<file path="src/sv/wsd_pkg.sv">
// Package: codes, field widths and sequencer states of the deque scheduler.
package wsd_pkg;

	localparam int JOB_W  = 16;
	localparam int WRK_W  = 3;
	localparam int STAT_W = 2;
	localparam int CFG_W  = 4;
	localparam int CMP_W  = 8;

	localparam logic FUNC_ENQ   = 1'b0;
	localparam logic FUNC_FETCH = 1'b1;

	localparam logic [STAT_W-1:0] STATUS_OK    = 2'd0;
	localparam logic [STAT_W-1:0] STATUS_EMPTY = 2'd1;
	localparam logic [STAT_W-1:0] STATUS_FULL  = 2'd2;
	localparam logic [STAT_W-1:0] STATUS_RANGE = 2'd3;

	localparam logic [CFG_W-1:0] ACTIVE_RESET = 4'd8;

	typedef enum logic [2:0] {
		ST_IDLE,
		ST_DISPATCH,
		ST_ENQ,
		ST_OWN,
		ST_SCAN,
		ST_FINISH
	} wsd_state_t;

endpackage

</file>
<file path="src/sv/wsd_ifs.sv">
// Channel interfaces: request, result and configuration words.
interface wsd_req_if;
	logic                       valid;
	logic                       ready;
	logic                       func;
	logic [wsd_pkg::JOB_W-1:0]  job_id;
	logic [wsd_pkg::WRK_W-1:0]  worker;
	modport source (output valid, func, job_id, worker, input ready);
	modport sink   (input valid, func, job_id, worker, output ready);
endinterface

interface wsd_res_if;
	logic                       valid;
	logic                       ready;
	logic                       job_valid;
	logic [wsd_pkg::JOB_W-1:0]  job_out;
	logic [wsd_pkg::WRK_W-1:0]  from_queue;
	logic                       stolen;
	logic [wsd_pkg::STAT_W-1:0] status;
	modport source (output valid, job_valid, job_out, from_queue, stolen, status, input ready);
	modport sink   (input valid, job_valid, job_out, from_queue, stolen, status, output ready);
endinterface

interface wsd_cfg_if;
	logic                       valid;
	logic                       ready;
	logic [wsd_pkg::CFG_W-1:0]  active_workers;
	modport source (output valid, active_workers, input ready);
	modport sink   (input valid, active_workers, output ready);
endinterface

</file>
<file path="src/sv/wsd_store.sv">
// Job store: one write port, one registered read port.
module wsd_store #(
	parameter int DEPTH = 128,
	parameter int WIDTH = 16,
	parameter int AW    = 7
) (
	input  logic             clk,
	input  logic             we,
	input  logic [AW-1:0]    waddr,
	input  logic [WIDTH-1:0] wdata,
	input  logic             re,
	input  logic [AW-1:0]    raddr,
	output logic [WIDTH-1:0] rdata
);

	logic [WIDTH-1:0] mem_q [DEPTH];
	logic [WIDTH-1:0] rdata_q;

	always_ff @(posedge clk) begin
		if (we) begin
			mem_q[waddr] <= wdata;
		end
		if (re) begin
			rdata_q <= mem_q[raddr];
		end
	end

	assign rdata = rdata_q;

endmodule

</file>
<file path="src/sv/work_stealing_deque_scheduler.sv">
// Top level: per-worker job deques with round-robin enqueue and stealing fetch.
//
//  channel  dir  word                                              handshake
//  req      in   func, job_id, worker                              valid/ready
//  result   out  job_valid, job_out, from_queue, stolen, status    valid/ready
//  cfg      in   active_workers                                    valid/ready (ready = 1)
//
// Enqueue and own-queue pop pass DISPATCH, ENQ or OWN, and FINISH to the result register.
// An out-of-range fetch passes DISPATCH and FINISH and returns status RANGE.
// An empty own queue sends a fetch to SCAN, which checks the other active queues in turn,
// wrapping past the last, and steals the front job of the first that holds one, else EMPTY.
// One request is in flight; req.ready is high only while the sequencer is idle.
// The result register frees the sequencer: a new request is taken while a result waits.
// Reset clears queue fronts, counts and the round-robin pointer; store content is unset.
module work_stealing_deque_scheduler #(
	parameter int WORKERS     = 8,
	parameter int QUEUE_DEPTH = 16,
	parameter int ID_WIDTH    = 16
) (
	input  logic      clk,
	input  logic      arst_n,
	wsd_req_if.sink   req,
	wsd_res_if.source result,
	wsd_cfg_if.sink   cfg
);

	localparam int WW   = (WORKERS > 1) ? $clog2(WORKERS) : 1;
	localparam int NW   = $clog2(WORKERS + 1);
	localparam int FW   = $clog2(QUEUE_DEPTH);
	localparam int CNTW = $clog2(QUEUE_DEPTH + 1);
	localparam int SW   = ((FW > CNTW) ? FW : CNTW) + 1;
	localparam int MD   = WORKERS * QUEUE_DEPTH;
	localparam int AW   = (MD > 2) ? $clog2(MD) : 1;
	localparam int CW   = wsd_pkg::CMP_W;

	wsd_pkg::wsd_state_t state_q, state_d;

	logic [wsd_pkg::CFG_W-1:0] aw_q;
	logic [WW-1:0]             rr_q;
	logic [FW-1:0]             front_q [WORKERS];
	logic [CNTW-1:0]           count_q [WORKERS];
	logic                      out_valid_q;

	logic                        func_q;
	logic [ID_WIDTH-1:0]         job_q;
	logic [wsd_pkg::WRK_W-1:0]   worker_q;
	logic [WW-1:0]               cur_q;
	logic [NW-1:0]               step_q;
	logic                        res_valid_q;
	logic [WW-1:0]               res_from_q;
	logic                        res_stolen_q;
	logic [wsd_pkg::STAT_W-1:0]  res_status_q;
	logic                        out_jv_q;
	logic [wsd_pkg::JOB_W-1:0]   out_job_q;
	logic [wsd_pkg::WRK_W-1:0]   out_from_q;
	logic                        out_stolen_q;
	logic [wsd_pkg::STAT_W-1:0]  out_status_q;

	logic [CW-1:0]       n_c;
	logic [WW-1:0]       rr_sel, rr_next, next_cur;
	logic                worker_ok;
	logic [CNTW-1:0]     cur_count;
	logic [FW-1:0]       cur_front, front_inc;
	logic                cur_full, cur_empty, scan_done;
	logic [CNTW-1:0]     offset;
	logic [SW-1:0]       slot_sum, slot_wrap;
	logic [FW-1:0]       slot;
	logic [AW-1:0]       addr;
	logic                out_free;
	logic                mem_we, mem_re;
	logic [ID_WIDTH-1:0] mem_rdata;

	// active queue count, clamped to 1..WORKERS
	always_comb begin
		if (aw_q == '0) begin
			n_c = CW'(1);
		end else if (CW'(aw_q) > CW'(WORKERS)) begin
			n_c = CW'(WORKERS);
		end else begin
			n_c = CW'(aw_q);
		end
	end

	assign rr_sel    = (CW'(rr_q) >= n_c) ? '0 : rr_q;
	assign rr_next   = (CW'(rr_sel) + CW'(1) >= n_c) ? '0 : rr_sel + WW'(1);
	assign next_cur  = (CW'(cur_q) + CW'(1) >= n_c) ? '0 : cur_q + WW'(1);
	assign worker_ok = CW'(worker_q) < n_c;
	assign cur_count = count_q[cur_q];
	assign cur_front = front_q[cur_q];
	assign front_inc = (cur_front == FW'(QUEUE_DEPTH - 1)) ? '0 : cur_front + FW'(1);
	assign cur_full  = (cur_count == CNTW'(QUEUE_DEPTH));
	assign cur_empty = (cur_count == '0);
	assign scan_done = (CW'(step_q) >= n_c);
	assign out_free  = !out_valid_q || result.ready;

	always_comb begin
		unique case (state_q)
			wsd_pkg::ST_ENQ: offset = cur_count;
			wsd_pkg::ST_OWN: offset = cur_count - CNTW'(1);
			default:         offset = '0;
		endcase
	end

	assign slot_sum  = SW'(cur_front) + SW'(offset);
	assign slot_wrap = (slot_sum >= SW'(QUEUE_DEPTH)) ? slot_sum - SW'(QUEUE_DEPTH) : slot_sum;
	assign slot      = FW'(slot_wrap);
	assign addr      = AW'(cur_q) * AW'(QUEUE_DEPTH) + AW'(slot);

	// next state
	always_comb begin
		state_d = state_q;
		unique case (state_q)
			wsd_pkg::ST_IDLE: begin
				if (req.valid) state_d = wsd_pkg::ST_DISPATCH;
			end
			wsd_pkg::ST_DISPATCH: begin
				if (func_q == wsd_pkg::FUNC_ENQ) state_d = wsd_pkg::ST_ENQ;
				else if (worker_ok)              state_d = wsd_pkg::ST_OWN;
				else                             state_d = wsd_pkg::ST_FINISH;
			end
			wsd_pkg::ST_ENQ: state_d = wsd_pkg::ST_FINISH;
			wsd_pkg::ST_OWN: begin
				state_d = cur_empty ? wsd_pkg::ST_SCAN : wsd_pkg::ST_FINISH;
			end
			wsd_pkg::ST_SCAN: begin
				if (scan_done || !cur_empty) state_d = wsd_pkg::ST_FINISH;
			end
			wsd_pkg::ST_FINISH: begin
				if (out_free) state_d = wsd_pkg::ST_IDLE;
			end
			default: state_d = wsd_pkg::ST_IDLE;
		endcase
	end

	// sequencer outputs
	always_comb begin
		req.ready = 1'b0;
		mem_we    = 1'b0;
		mem_re    = 1'b0;
		unique case (state_q)
			wsd_pkg::ST_IDLE: req.ready = 1'b1;
			wsd_pkg::ST_ENQ:  mem_we = !cur_full;
			wsd_pkg::ST_OWN:  mem_re = !cur_empty;
			wsd_pkg::ST_SCAN: mem_re = !scan_done && !cur_empty;
			default: ;
		endcase
	end

	wsd_store #(
		.DEPTH (MD),
		.WIDTH (ID_WIDTH),
		.AW    (AW)
	) u_store (
		.clk   (clk),
		.we    (mem_we),
		.waddr (addr),
		.wdata (job_q),
		.re    (mem_re),
		.raddr (addr),
		.rdata (mem_rdata)
	);

	// control state
	always_ff @(posedge clk or negedge arst_n) begin
		if (!arst_n) begin
			state_q     <= wsd_pkg::ST_IDLE;
			aw_q        <= wsd_pkg::ACTIVE_RESET;
			rr_q        <= '0;
			out_valid_q <= 1'b0;
			for (int i = 0; i < WORKERS; i++) begin
				front_q[i] <= '0;
				count_q[i] <= '0;
			end
		end else begin
			state_q <= state_d;
			if (cfg.valid && cfg.ready) begin
				aw_q <= cfg.active_workers;
			end
			if (state_q == wsd_pkg::ST_DISPATCH && func_q == wsd_pkg::FUNC_ENQ) begin
				rr_q <= rr_next;
			end
			if (mem_we) begin
				count_q[cur_q] <= cur_count + CNTW'(1);
			end
			if (mem_re) begin
				count_q[cur_q] <= cur_count - CNTW'(1);
				if (state_q == wsd_pkg::ST_SCAN) begin
					front_q[cur_q] <= front_inc;
				end
			end
			if (state_q == wsd_pkg::ST_FINISH && out_free) begin
				out_valid_q <= 1'b1;
			end else if (result.ready) begin
				out_valid_q <= 1'b0;
			end
		end
	end

	// request and result words
	always_ff @(posedge clk) begin
		unique case (state_q)
			wsd_pkg::ST_IDLE: begin
				if (req.valid) begin
					func_q   <= req.func;
					job_q    <= ID_WIDTH'(req.job_id);
					worker_q <= req.worker;
				end
			end
			wsd_pkg::ST_DISPATCH: begin
				res_valid_q  <= 1'b0;
				res_stolen_q <= 1'b0;
				res_status_q <= wsd_pkg::STATUS_OK;
				res_from_q   <= '0;
				if (func_q == wsd_pkg::FUNC_ENQ) begin
					cur_q      <= rr_sel;
					res_from_q <= rr_sel;
				end else if (worker_ok) begin
					cur_q <= WW'(worker_q);
				end else begin
					res_status_q <= wsd_pkg::STATUS_RANGE;
				end
			end
			wsd_pkg::ST_ENQ: begin
				if (cur_full) res_status_q <= wsd_pkg::STATUS_FULL;
			end
			wsd_pkg::ST_OWN: begin
				if (!cur_empty) begin
					res_valid_q <= 1'b1;
					res_from_q  <= cur_q;
				end else begin
					cur_q  <= next_cur;
					step_q <= NW'(1);
				end
			end
			wsd_pkg::ST_SCAN: begin
				if (scan_done) begin
					res_status_q <= wsd_pkg::STATUS_EMPTY;
				end else if (!cur_empty) begin
					res_valid_q  <= 1'b1;
					res_stolen_q <= 1'b1;
					res_from_q   <= cur_q;
				end else begin
					cur_q  <= next_cur;
					step_q <= step_q + NW'(1);
				end
			end
			wsd_pkg::ST_FINISH: begin
				if (out_free) begin
					out_jv_q     <= res_valid_q;
					out_job_q    <= res_valid_q ? wsd_pkg::JOB_W'(mem_rdata) : '0;
					out_from_q   <= wsd_pkg::WRK_W'(res_from_q);
					out_stolen_q <= res_stolen_q;
					out_status_q <= res_status_q;
				end
			end
			default: ;
		endcase
	end

	assign result.valid      = out_valid_q;
	assign result.job_valid  = out_jv_q;
	assign result.job_out    = out_job_q;
	assign result.from_queue = out_from_q;
	assign result.stolen     = out_stolen_q;
	assign result.status     = out_status_q;
	assign cfg.ready         = 1'b1;

endmodule

</file>
<file path="src/flat_wrapper.sv">
// flat-port wrapper written by rule: the top's interface ports become plain ports
module work_stealing_deque_scheduler_flat 
#(
	parameter int WORKERS     = 8,
	parameter int QUEUE_DEPTH = 16,
	parameter int ID_WIDTH    = 16
)
  (clk, arst_n, req_valid, req_func, req_job_id, req_worker, req_ready, result_valid, result_job_valid, result_job_out, result_from_queue, result_stolen, result_status, result_ready, cfg_valid, cfg_active_workers, cfg_ready);
  wsd_req_if req_i ();
  wsd_res_if result_i ();
  wsd_cfg_if cfg_i ();
  input  logic clk;
  input  logic arst_n;
  input wire logic [$bits(req_i.valid)-1:0] req_valid;
  input wire logic [$bits(req_i.func)-1:0] req_func;
  input wire logic [$bits(req_i.job_id)-1:0] req_job_id;
  input wire logic [$bits(req_i.worker)-1:0] req_worker;
  output wire logic [$bits(req_i.ready)-1:0] req_ready;
  output wire logic [$bits(result_i.valid)-1:0] result_valid;
  output wire logic [$bits(result_i.job_valid)-1:0] result_job_valid;
  output wire logic [$bits(result_i.job_out)-1:0] result_job_out;
  output wire logic [$bits(result_i.from_queue)-1:0] result_from_queue;
  output wire logic [$bits(result_i.stolen)-1:0] result_stolen;
  output wire logic [$bits(result_i.status)-1:0] result_status;
  input wire logic [$bits(result_i.ready)-1:0] result_ready;
  input wire logic [$bits(cfg_i.valid)-1:0] cfg_valid;
  input wire logic [$bits(cfg_i.active_workers)-1:0] cfg_active_workers;
  output wire logic [$bits(cfg_i.ready)-1:0] cfg_ready;
  assign req_i.valid = req_valid;
  assign req_i.func = req_func;
  assign req_i.job_id = req_job_id;
  assign req_i.worker = req_worker;
  assign req_ready = req_i.ready;
  assign result_valid = result_i.valid;
  assign result_job_valid = result_i.job_valid;
  assign result_job_out = result_i.job_out;
  assign result_from_queue = result_i.from_queue;
  assign result_stolen = result_i.stolen;
  assign result_status = result_i.status;
  assign result_i.ready = result_ready;
  assign cfg_i.valid = cfg_valid;
  assign cfg_i.active_workers = cfg_active_workers;
  assign cfg_ready = cfg_i.ready;
  work_stealing_deque_scheduler #(.WORKERS(WORKERS), .QUEUE_DEPTH(QUEUE_DEPTH), .ID_WIDTH(ID_WIDTH)) u_core (.clk(clk), .arst_n(arst_n), .req(req_i), .result(result_i), .cfg(cfg_i));
endmodule
</file>
<file path="config.mk">
export PLATFORM = sky130hd
export DESIGN_NAME = work_stealing_deque_scheduler_flat
export DESIGN_NICKNAME = d
export VERILOG_FILES = /design/src/sv/wsd_pkg.sv /design/src/sv/wsd_ifs.sv /design/src/sv/wsd_store.sv /design/src/sv/work_stealing_deque_scheduler.sv /design/src/flat_wrapper.sv
export SDC_FILE = /design/constraint.sdc
export NUM_CORES = 2
export LEC_CHECK = 0
export BUFFER_PORTS_ARGS = -buffer_cell sky130_fd_sc_hd__buf_2
export CORE_MARGIN = 10
export CORE_UTILIZATION = 35
export CTS_BUF_LIST = sky130_fd_sc_hd__clkbuf_16
export DETAILED_ROUTE_END_ITERATION = 7
export RECOVER_POWER = 50
export SLEW_MARGIN = 20
export SYNTH_ARGS = -nofsm -noshare
export SYNTH_HDL_FRONTEND = slang
export SYNTH_SLANG_ARGS = --single-unit
</file>
<file path="constraint.sdc">
create_clock -name clk -period 9.75 [get_ports clk]
set_input_delay 0.975 -clock clk [delete_from_list [all_inputs] [get_ports clk]]
set_output_delay 0.975 -clock clk [all_outputs]
set_load 0.02 [all_outputs]
</file>
# Word-level counts from Yosys, hierarchy flattened
# Memory sizes are Yosys's and may differ from the RTL's. A register that Yosys moved wholly into a read port is not among the register bits.
# Index checks and enable logic that the tools add are counted.
[op_classes]
addsub = 11
order_cmp = 9
n_eq_ne = 17
muxes = 61
bitwise = 2
reduce_logical = 27
[op_table]
columns = ["cell", "n"]
rows = [
  ["$bwmux 40", 2],
  ["$mux 40", 2],
  ["$mux 3", 15],
  ["$mux 4", 10],
  ["$bwmux 32", 1],
  ["$pmux 3 s3", 2],
  ["$pmux 3 s6", 1],
  ["$ge 8x4->1", 2],
  ["$bmux 5 s3", 1],
  ["$demux 5 s3", 1],
  ["$mux 5", 3],
  ["$bmux 4 s3", 1],
  ["$demux 4 s3", 1],
  ["$ne 2x1->1 const B", 6],
  ["$reduce_and 3->1", 4],
  ["$mux 1", 11],
  ["$pmux 5 s2", 1],
  ["$add 3x1->4 const B", 2],
  ["$add 4x1->4 const B", 2],
  ["$mux 2", 4],
  ["$pmux 4 s2", 1],
  ["$reduce_and 2->1", 4],
  ["$add 7x4->7", 1],
  ["$add 3x1->3 const B", 2],
  ["32 further kinds", 47],
]
[totals]
regBits = 140
mem_bits_rw = 2048
word_cells = 162
mem_count = 1
[mem_list]
columns = ["memory", "words", "width", "rd", "rd_clocked_by_memory_dff", "write_ports", "line_no", "rtl"]
rows = [
  ["u_core.u_store.mem_q", 128, 16, 1, 1, 1, "wsd_store.sv:16", "logic [WIDTH-1:0] mem_q [DEPTH];"],
]

# Depth between registers and ports, before layout
[logic_depth]
depth_word = 10
mapped_depth = 24

# Hierarchy
# A second synthesis with hierarchy kept.
[unflattened]
cells_unflattened = 3674
hier_area_um2 = 85718.5
[modules_own_cells]
columns = ["mod", "n_inst", "cells_per_inst", "area_each_um2", "seq_area_each_um2"]
rows = [
  ["wsd_store", 1, 3086, 78683.0, 61979.4],
  ["work_stealing_deque_scheduler", 1, 588, 7035.5, 3789.9],
]

# Worst setup path after synthesis
# OpenSTA, ideal clock, no wires.
[synth_timing]
kind = "register -> register"
start = "register u_core.cur_q[0]"
end = "memory u_core.u_store.mem_q[112][0] (enable)"
setup_ns = 0.388
arrival_ns = 5.926
path_slack_ns = 3.435
stages_incl_launch_ff = 17
n_path_buf = 8
synth_period_minus_slack_ns = 6.315
cell_sequence = "edfxtp_1 buf_6 mux4_2 mux2i_4 ha_1 buf_1 a211oi_1 fa_1 clkbuf_1 nor3_1 clkbuf_1 buf_1 clkbuf_1 buf_1 nand2_1 clkbuf_1 nor2_1"
[synth_via]
elab_chain_len = 10
word_cells_on_any_way = 19
cone_classes = "add/sub (4); order compare (1); eq/ne (1); mux (11); bitwise (1); reduce/logical (1)"
[synth_rtl]
columns = ["item", "line_no", "rtl"]
rows = [
  ["start, declared", "work_stealing_deque_scheduler.sv:47", "logic [WW-1:0] cur_q;"],
  ["start signal, assigned", "work_stealing_deque_scheduler.sv:215", "cur_q <= rr_sel;"],
  ["start signal, assigned", "work_stealing_deque_scheduler.sv:218", "cur_q <= WW'(worker_q);"],
  ["start signal, assigned", "work_stealing_deque_scheduler.sv:231", "cur_q <= next_cur;"],
  ["$not 3->4 (not written as such)", "work_stealing_deque_scheduler.sv:88, work_stealing_deque_scheduler.sv:89", ""],
  ["$bmux 5 s3", "work_stealing_deque_scheduler.sv:88", "assign cur_count = count_q[cur_q];"],
  ["$mux 5 (not written as such) (2 in a row)", "work_stealing_deque_scheduler.sv:88", ""],
  ["$sub 5x1->5", "work_stealing_deque_scheduler.sv:99", "wsd_pkg::ST_OWN: offset = cur_count - CNTW'(1);"],
  ["$pmux 5 s2", "work_stealing_deque_scheduler.sv:97", "unique case (state_q)"],
  ["$add 4x5->6", "work_stealing_deque_scheduler.sv:104", "assign slot_sum = SW'(cur_front) + SW'(offset);"],
  ["$ge 6x5->1 or $sub 4x1->4 (tied branches)", "work_stealing_deque_scheduler.sv:105", "assign slot_wrap = (slot_sum >= SW'(QUEUE_DEPTH)) ? slot_sum - SW'(QUEUE_DEPTH) : slot_sum;"],
  ["$mux 4", "work_stealing_deque_scheduler.sv:105", ""],
  ["$add 7x4->7", "work_stealing_deque_scheduler.sv:107", "assign addr = AW'(cur_q) * AW'(QUEUE_DEPTH) + AW'(slot);"],
  ["end, declared", "wsd_store.sv:16", ""],
]
# Parallel ways exist; a longest one is shown, timed or not. The select of a mux whose other input is x is not followed.

# Worst setup path in the final report
[layout_timing]
start = "register u_core.cur_q[2]"
end = "register u_core.u_store.rdata_q[0], in the netlist u_core.u_store.rdata[0], read port of u_core.u_store.mem_q (data pin)"
[layout_via]
elab_chain_len = 10
word_cells_on_any_way = 18
cone_classes = "add/sub (4); order compare (1); mux (9); bitwise (1); reduce/logical (3)"
[layout_rtl]
columns = ["item", "line_no", "rtl"]
rows = [
  ["$not 3->4 (not written as such)", "work_stealing_deque_scheduler.sv:88, work_stealing_deque_scheduler.sv:89", ""],
  ["$bmux 5 s3", "work_stealing_deque_scheduler.sv:88", ""],
  ["$mux 5 (not written as such) (2 in a row)", "work_stealing_deque_scheduler.sv:88", ""],
  ["$sub 5x1->5", "work_stealing_deque_scheduler.sv:99", ""],
  ["$pmux 5 s2", "work_stealing_deque_scheduler.sv:97", ""],
  ["$add 4x5->6", "work_stealing_deque_scheduler.sv:104", ""],
  ["$ge 6x5->1 or $sub 4x1->4 (tied branches)", "work_stealing_deque_scheduler.sv:105", ""],
  ["$mux 4", "work_stealing_deque_scheduler.sv:105", ""],
  ["$add 7x4->7", "work_stealing_deque_scheduler.sv:107", ""],
  ["end, declared", "wsd_store.sv:17", "logic [WIDTH-1:0] rdata_q;"],
]
# Parallel ways exist; a longest one is shown, timed or not. The select of a mux whose other input is x is not followed.
# A chain may end at the register's enable or synchronous reset.

==> metrics.md <==
| Metric | Value |
|---|---|
| Setup Viol. Count Final | 0 |
| CTS tree | yes |
| CTS max path bufs | 3 |
| Grt total ovfl | 0 |
| Mapped Area | 0.0833 sq mm |
| H-tree level count | 4 |
| Post-synth EDFFs | between 2000 and 2500 |
| Clock period minus worst slack | around 8700 ps |
| Sequential area share after synthesis | approximately 80% |
| Worst EP arrival | 9270 ps |
| Starting Density | between 30% and 40% |
| CP Capture Type | register |
| Cts bufs inserted | 208 |
| Reg power frac | between 30% and 40% |
| Internal Power | between 0.015 and 0.02 W |
| Final ANT Viol Nets | 0 |
| Pins Over Slew Limit | around 2200 |
| Root Driver | clkbuf_16 |
| Worst Path Max Fanout | 50 |
| Post-synth top flop | edfxtp_1 |
| Yosys Warn Count | 0 |
| Switching Fraction | between 40% and 50% |
| Hold Crit Start | req_worker[1] |
| Worst-skew pair later-pin latency | around 900 ps |
| Area contributors post-synth | edfxtp_1 (77%), a22oi_1 (6.3%), dfrtp_1 (2.5%), nand2_1 (2.1%), nor2_1 (1.0%) |
| Final Hold Viols | 0 |
| Clk slew on worst S/H paths | roughly 60 ps |
| Vias in the first global route | just under 50000 |
| Synthesized instance count | 5033 |
| Crit start category | register |
| Cell count after placement | ~8200 |
| # rows | between 150 and 200 |
| Crit path required time | between 10000 and 15000 ps |
| Final core utilization | between 40% and 50% |
| Reg2Reg Setup Slack | 1100 ps |
| Mean post-synth cell area | about 17 sq um |
| IO Count | between 50 and 60 |
| Yosys top cell by area | edfxtp_1 |
| GP Congestion | between 0.8 and 0.9 |
| Worst reg2reg path endpoint | u_core.u_store.rdata[0] |
| First-pass GRT wire length | between 300000 and 400000 microns |
| Syn_nets | around 5100 |
| Hold path depth | 1 |
| Initial antenna violation count | 16 |
| Sw Pwr | about 0.016 W |
| Power Dens Cells | 370 mW/mm^2 |
| Period utilization | a little under 90% |
| Die area | about 0.26 sq mm |
| Status | finished, violations left |
| Layout cells sized above 1 | 12.6% |
| Reg-to-reg startpoint | u_core.cur_q[2] |
| Die Span X | just over 500 microns |
| Max-Cap Viols | 34 |
| Library cells used by synthesis | 87 |
| Final layout net count | around 5300 |
| Fin cells | between 8000 and 9000 |
| P_leak | approximately 30 nW |
| Synth top area share | 76.5% |
| Drt first pass iters | 6 |
| Vias | 50790 |
| Area growth from synthesis to layout | 14.3% |
| Initial detailed-routing violation count | 7805 |
| Worst VDD drop | 0.000472 V |
| DRC Markers | 0 |
| Hpwl dp | 156000 microns |
| Sink Count | approximately 2200 |
| Worst-margin pin slew | 4710 ps |
| PostCTS Resize Cnt | 0 |
| HP Class | in -> reg |
| Chip height | 508 microns |
| Max Clock Skew | between 70 and 80 ps |
| Overall power | 0.0352 W |
| Per-cell routed wire length | 31.1 microns |
| Highest clock rate | 0.116 GHz |
| IO Port Bufs | between 50 and 60 |
| Violated checks | capacitance limit, slew limit |
| Slew Limit Headroom | -214% |
| Setup repair after global routing missed its margin | no |
| Post-synthesis sequential element count | about 2200 |
| Clock share of power | between 20% and 30% |
| Hold Path End | u_core.worker_q[1] |
| Combinational fraction of design power | between 40 and 50% |
| Reg2reg path depth | 17 |
| TNS Setup | 0 ps |
| Layout fillers | ~21000 |
| Total GRT Usage | between 15 and 20% |
| Detailed Route WL | around 270000 microns |
| Core ar. | between 0.2 and 0.25 sq mm |
| Vias per std cell | 5.93 |
| Share of flip-flops with an asynchronous set or reset | under 10% |
| Pin count of the biggest net entering global routing | just under 100 |
| Setup CP Type | reg -> reg |
layout by cell type, fill, tap and decap left out, drive strengths merged, types with 22 or more instances in the layout:
master / Yosys / final
nor2: 231 / 231
a221oi: 88 / 88
o21ai: 103 / 103
a22oi: 698 / 698
o22ai: 24 / 24
buf: 101 / 282
mux2i: 69 / 69
a21oi: 166 / 166
edfxtp: 2121 / 2121
nand4: 80 / 80
clkbuf: 218 / 243
nand3: 84 / 84
clkinv: 1 / 98
nand2: 460 / 460
and2: 22 / 22
a31oi: 57 / 57
a41oi: 23 / 23
ha: 24 / 24
mux4: 23 / 23
dfrtp: 82 / 82
mux2: 51 / 51
a22o: 27 / 27
inv: 16 / 78
cells by family after synthesis:
group	share of synthesized area, %
compound gates	11.4
xor+xnor	0.137
fa+ha+maj	0.385
buf+inv	1.59
flops	79.0
mux	2.16
other cells	0.00450
simple gates	5.29
synth_stat cells (12+ instances only):
cell type / n
a21oi_1: 165
edfxtp_1: 2121
a22oi_1: 698
a31oi_1: 57
buf_1: 76
nand2b_1: 12
o21ai_0: 101
inv_1: 14
o211ai_1: 18
nor2_1: 231
mux4_2: 23
mux2i_1: 68
a221oi_1: 88
nand2_1: 458
ha_1: 24
nand4_1: 80
a41oi_1: 23
o22ai_1: 24
clkbuf_1: 218
and2_1: 21
a222oi_1: 17
dfrtp_1: 82
buf_2: 18
and3_1: 14
nand3_1: 83
a22o_1: 27
a211oi_1: 19
mux2_2: 49
critical path, stage by stage, from the launching register on:
cell      delay [ps]
edfxtp_1         950
inv_1            540
nand2_1          750
nor2_1           120
buf_4            200
a22oi_1          190
nand3_1          220
ha_4             240
fa_4            1260
nand2b_1         470
buf_4            430
nor2_4           130
buf_4            390
a22oi_1          300
a31oi_1          160
mux2i_1          630
nand3_1          590
or4_1            660
per-layer routing:
| metal | global-route usage (%) | vias up | share of wire, % |
|---|---|---|---|
| li1 | - | 20785 | - |
| met1 | 27.3 | 26148 | 39 |
| met2 | 29.8 | 3279 | 44 |
| met3 | 4.56 | 572 | 11 |
| met4 | 8.98 | 6 | 5.0 |
| met5 | 0 | - | 0.013 |
final cells by class:
type / instances / area [sq um] / area share, %
Antenna cell: 6 / 15.0 / 0.0158
Sequential cell: 2204 / 65800 / 69.1
Multi-Input combinational cell: 2493 / 16400 / 17.2
Clock buffer: 208 / 5200 / 5.47
Inverter: 17 / 63.8 / 0.0671
Timing Repair Buffer: 318 / 2390 / 2.51
Tap cell: 3150 / 3940 / 4.14
Clock inverter: 173 / 1410 / 1.48
registers in the layout (all words and copies together) (netlist names), 2 cells and up, named ones only:
name / cells
u_core.u_store.mem_q: 2048
u_core.count_q: 36
u_core.front_q: 32
u_core.job_q: 16
u_core.result.job_out: 16
u_core.u_store.rdata: 16
u_core.aw_q: 4
u_core.step_q: 4
u_core.cur_q: 3
u_core.res_from_q: 3
u_core.result.from_queue: 3
u_core.rr_q: 3
u_core.state_q: 3
u_core.worker_q: 3
u_core.res_status_q: 2
u_core.result.status: 2
worst max-delay path by stage:
stage,start,to,slack [ps],cells past startpoint
after floorplan,u_core.cur_q[0],u_core.u_store.mem_q[112][0],3440,16
after global placement,u_core.cur_q[2],u_core.u_store.rdata[0],900,18
after detailed placement,u_core.cur_q[2],u_core.u_store.rdata[0],1530,17
after CTS,u_core.cur_q[2],u_core.u_store.rdata[0],1510,17
after global routing,u_core.cur_q[2],u_core.u_store.rdata[0],1230,17
final,u_core.cur_q[2],u_core.u_store.rdata[0],1100,17
what timing repair did:
item	CTS	global route
hold buffers	1	0
buffers inserted	0	0
endpoints found under the hold margin	5	0
metrics by stage:
step                setup WS, ps  area, sq um  hold slack (ps)
finish                      1100        95200              265
global placement             905        88600              405
floorplan                   3440        83300              400
global route                1230        95100              230
detailed placement          1530        88600              409
CTS                         1510        95300              205
power groups by stage:
stage                     Sequential (W)  Clock, W  Combinational [W]
after detailed placement          0.0115         0             0.0156
final                             0.0114   0.00786             0.0159
after floorplan                   0.0116         0            0.00794
after global placement            0.0115         0             0.0155
after global routing              0.0114   0.00833             0.0164
after CTS                         0.0113   0.00793             0.0156
Note: power is estimated with default switching activity, not from simulation.
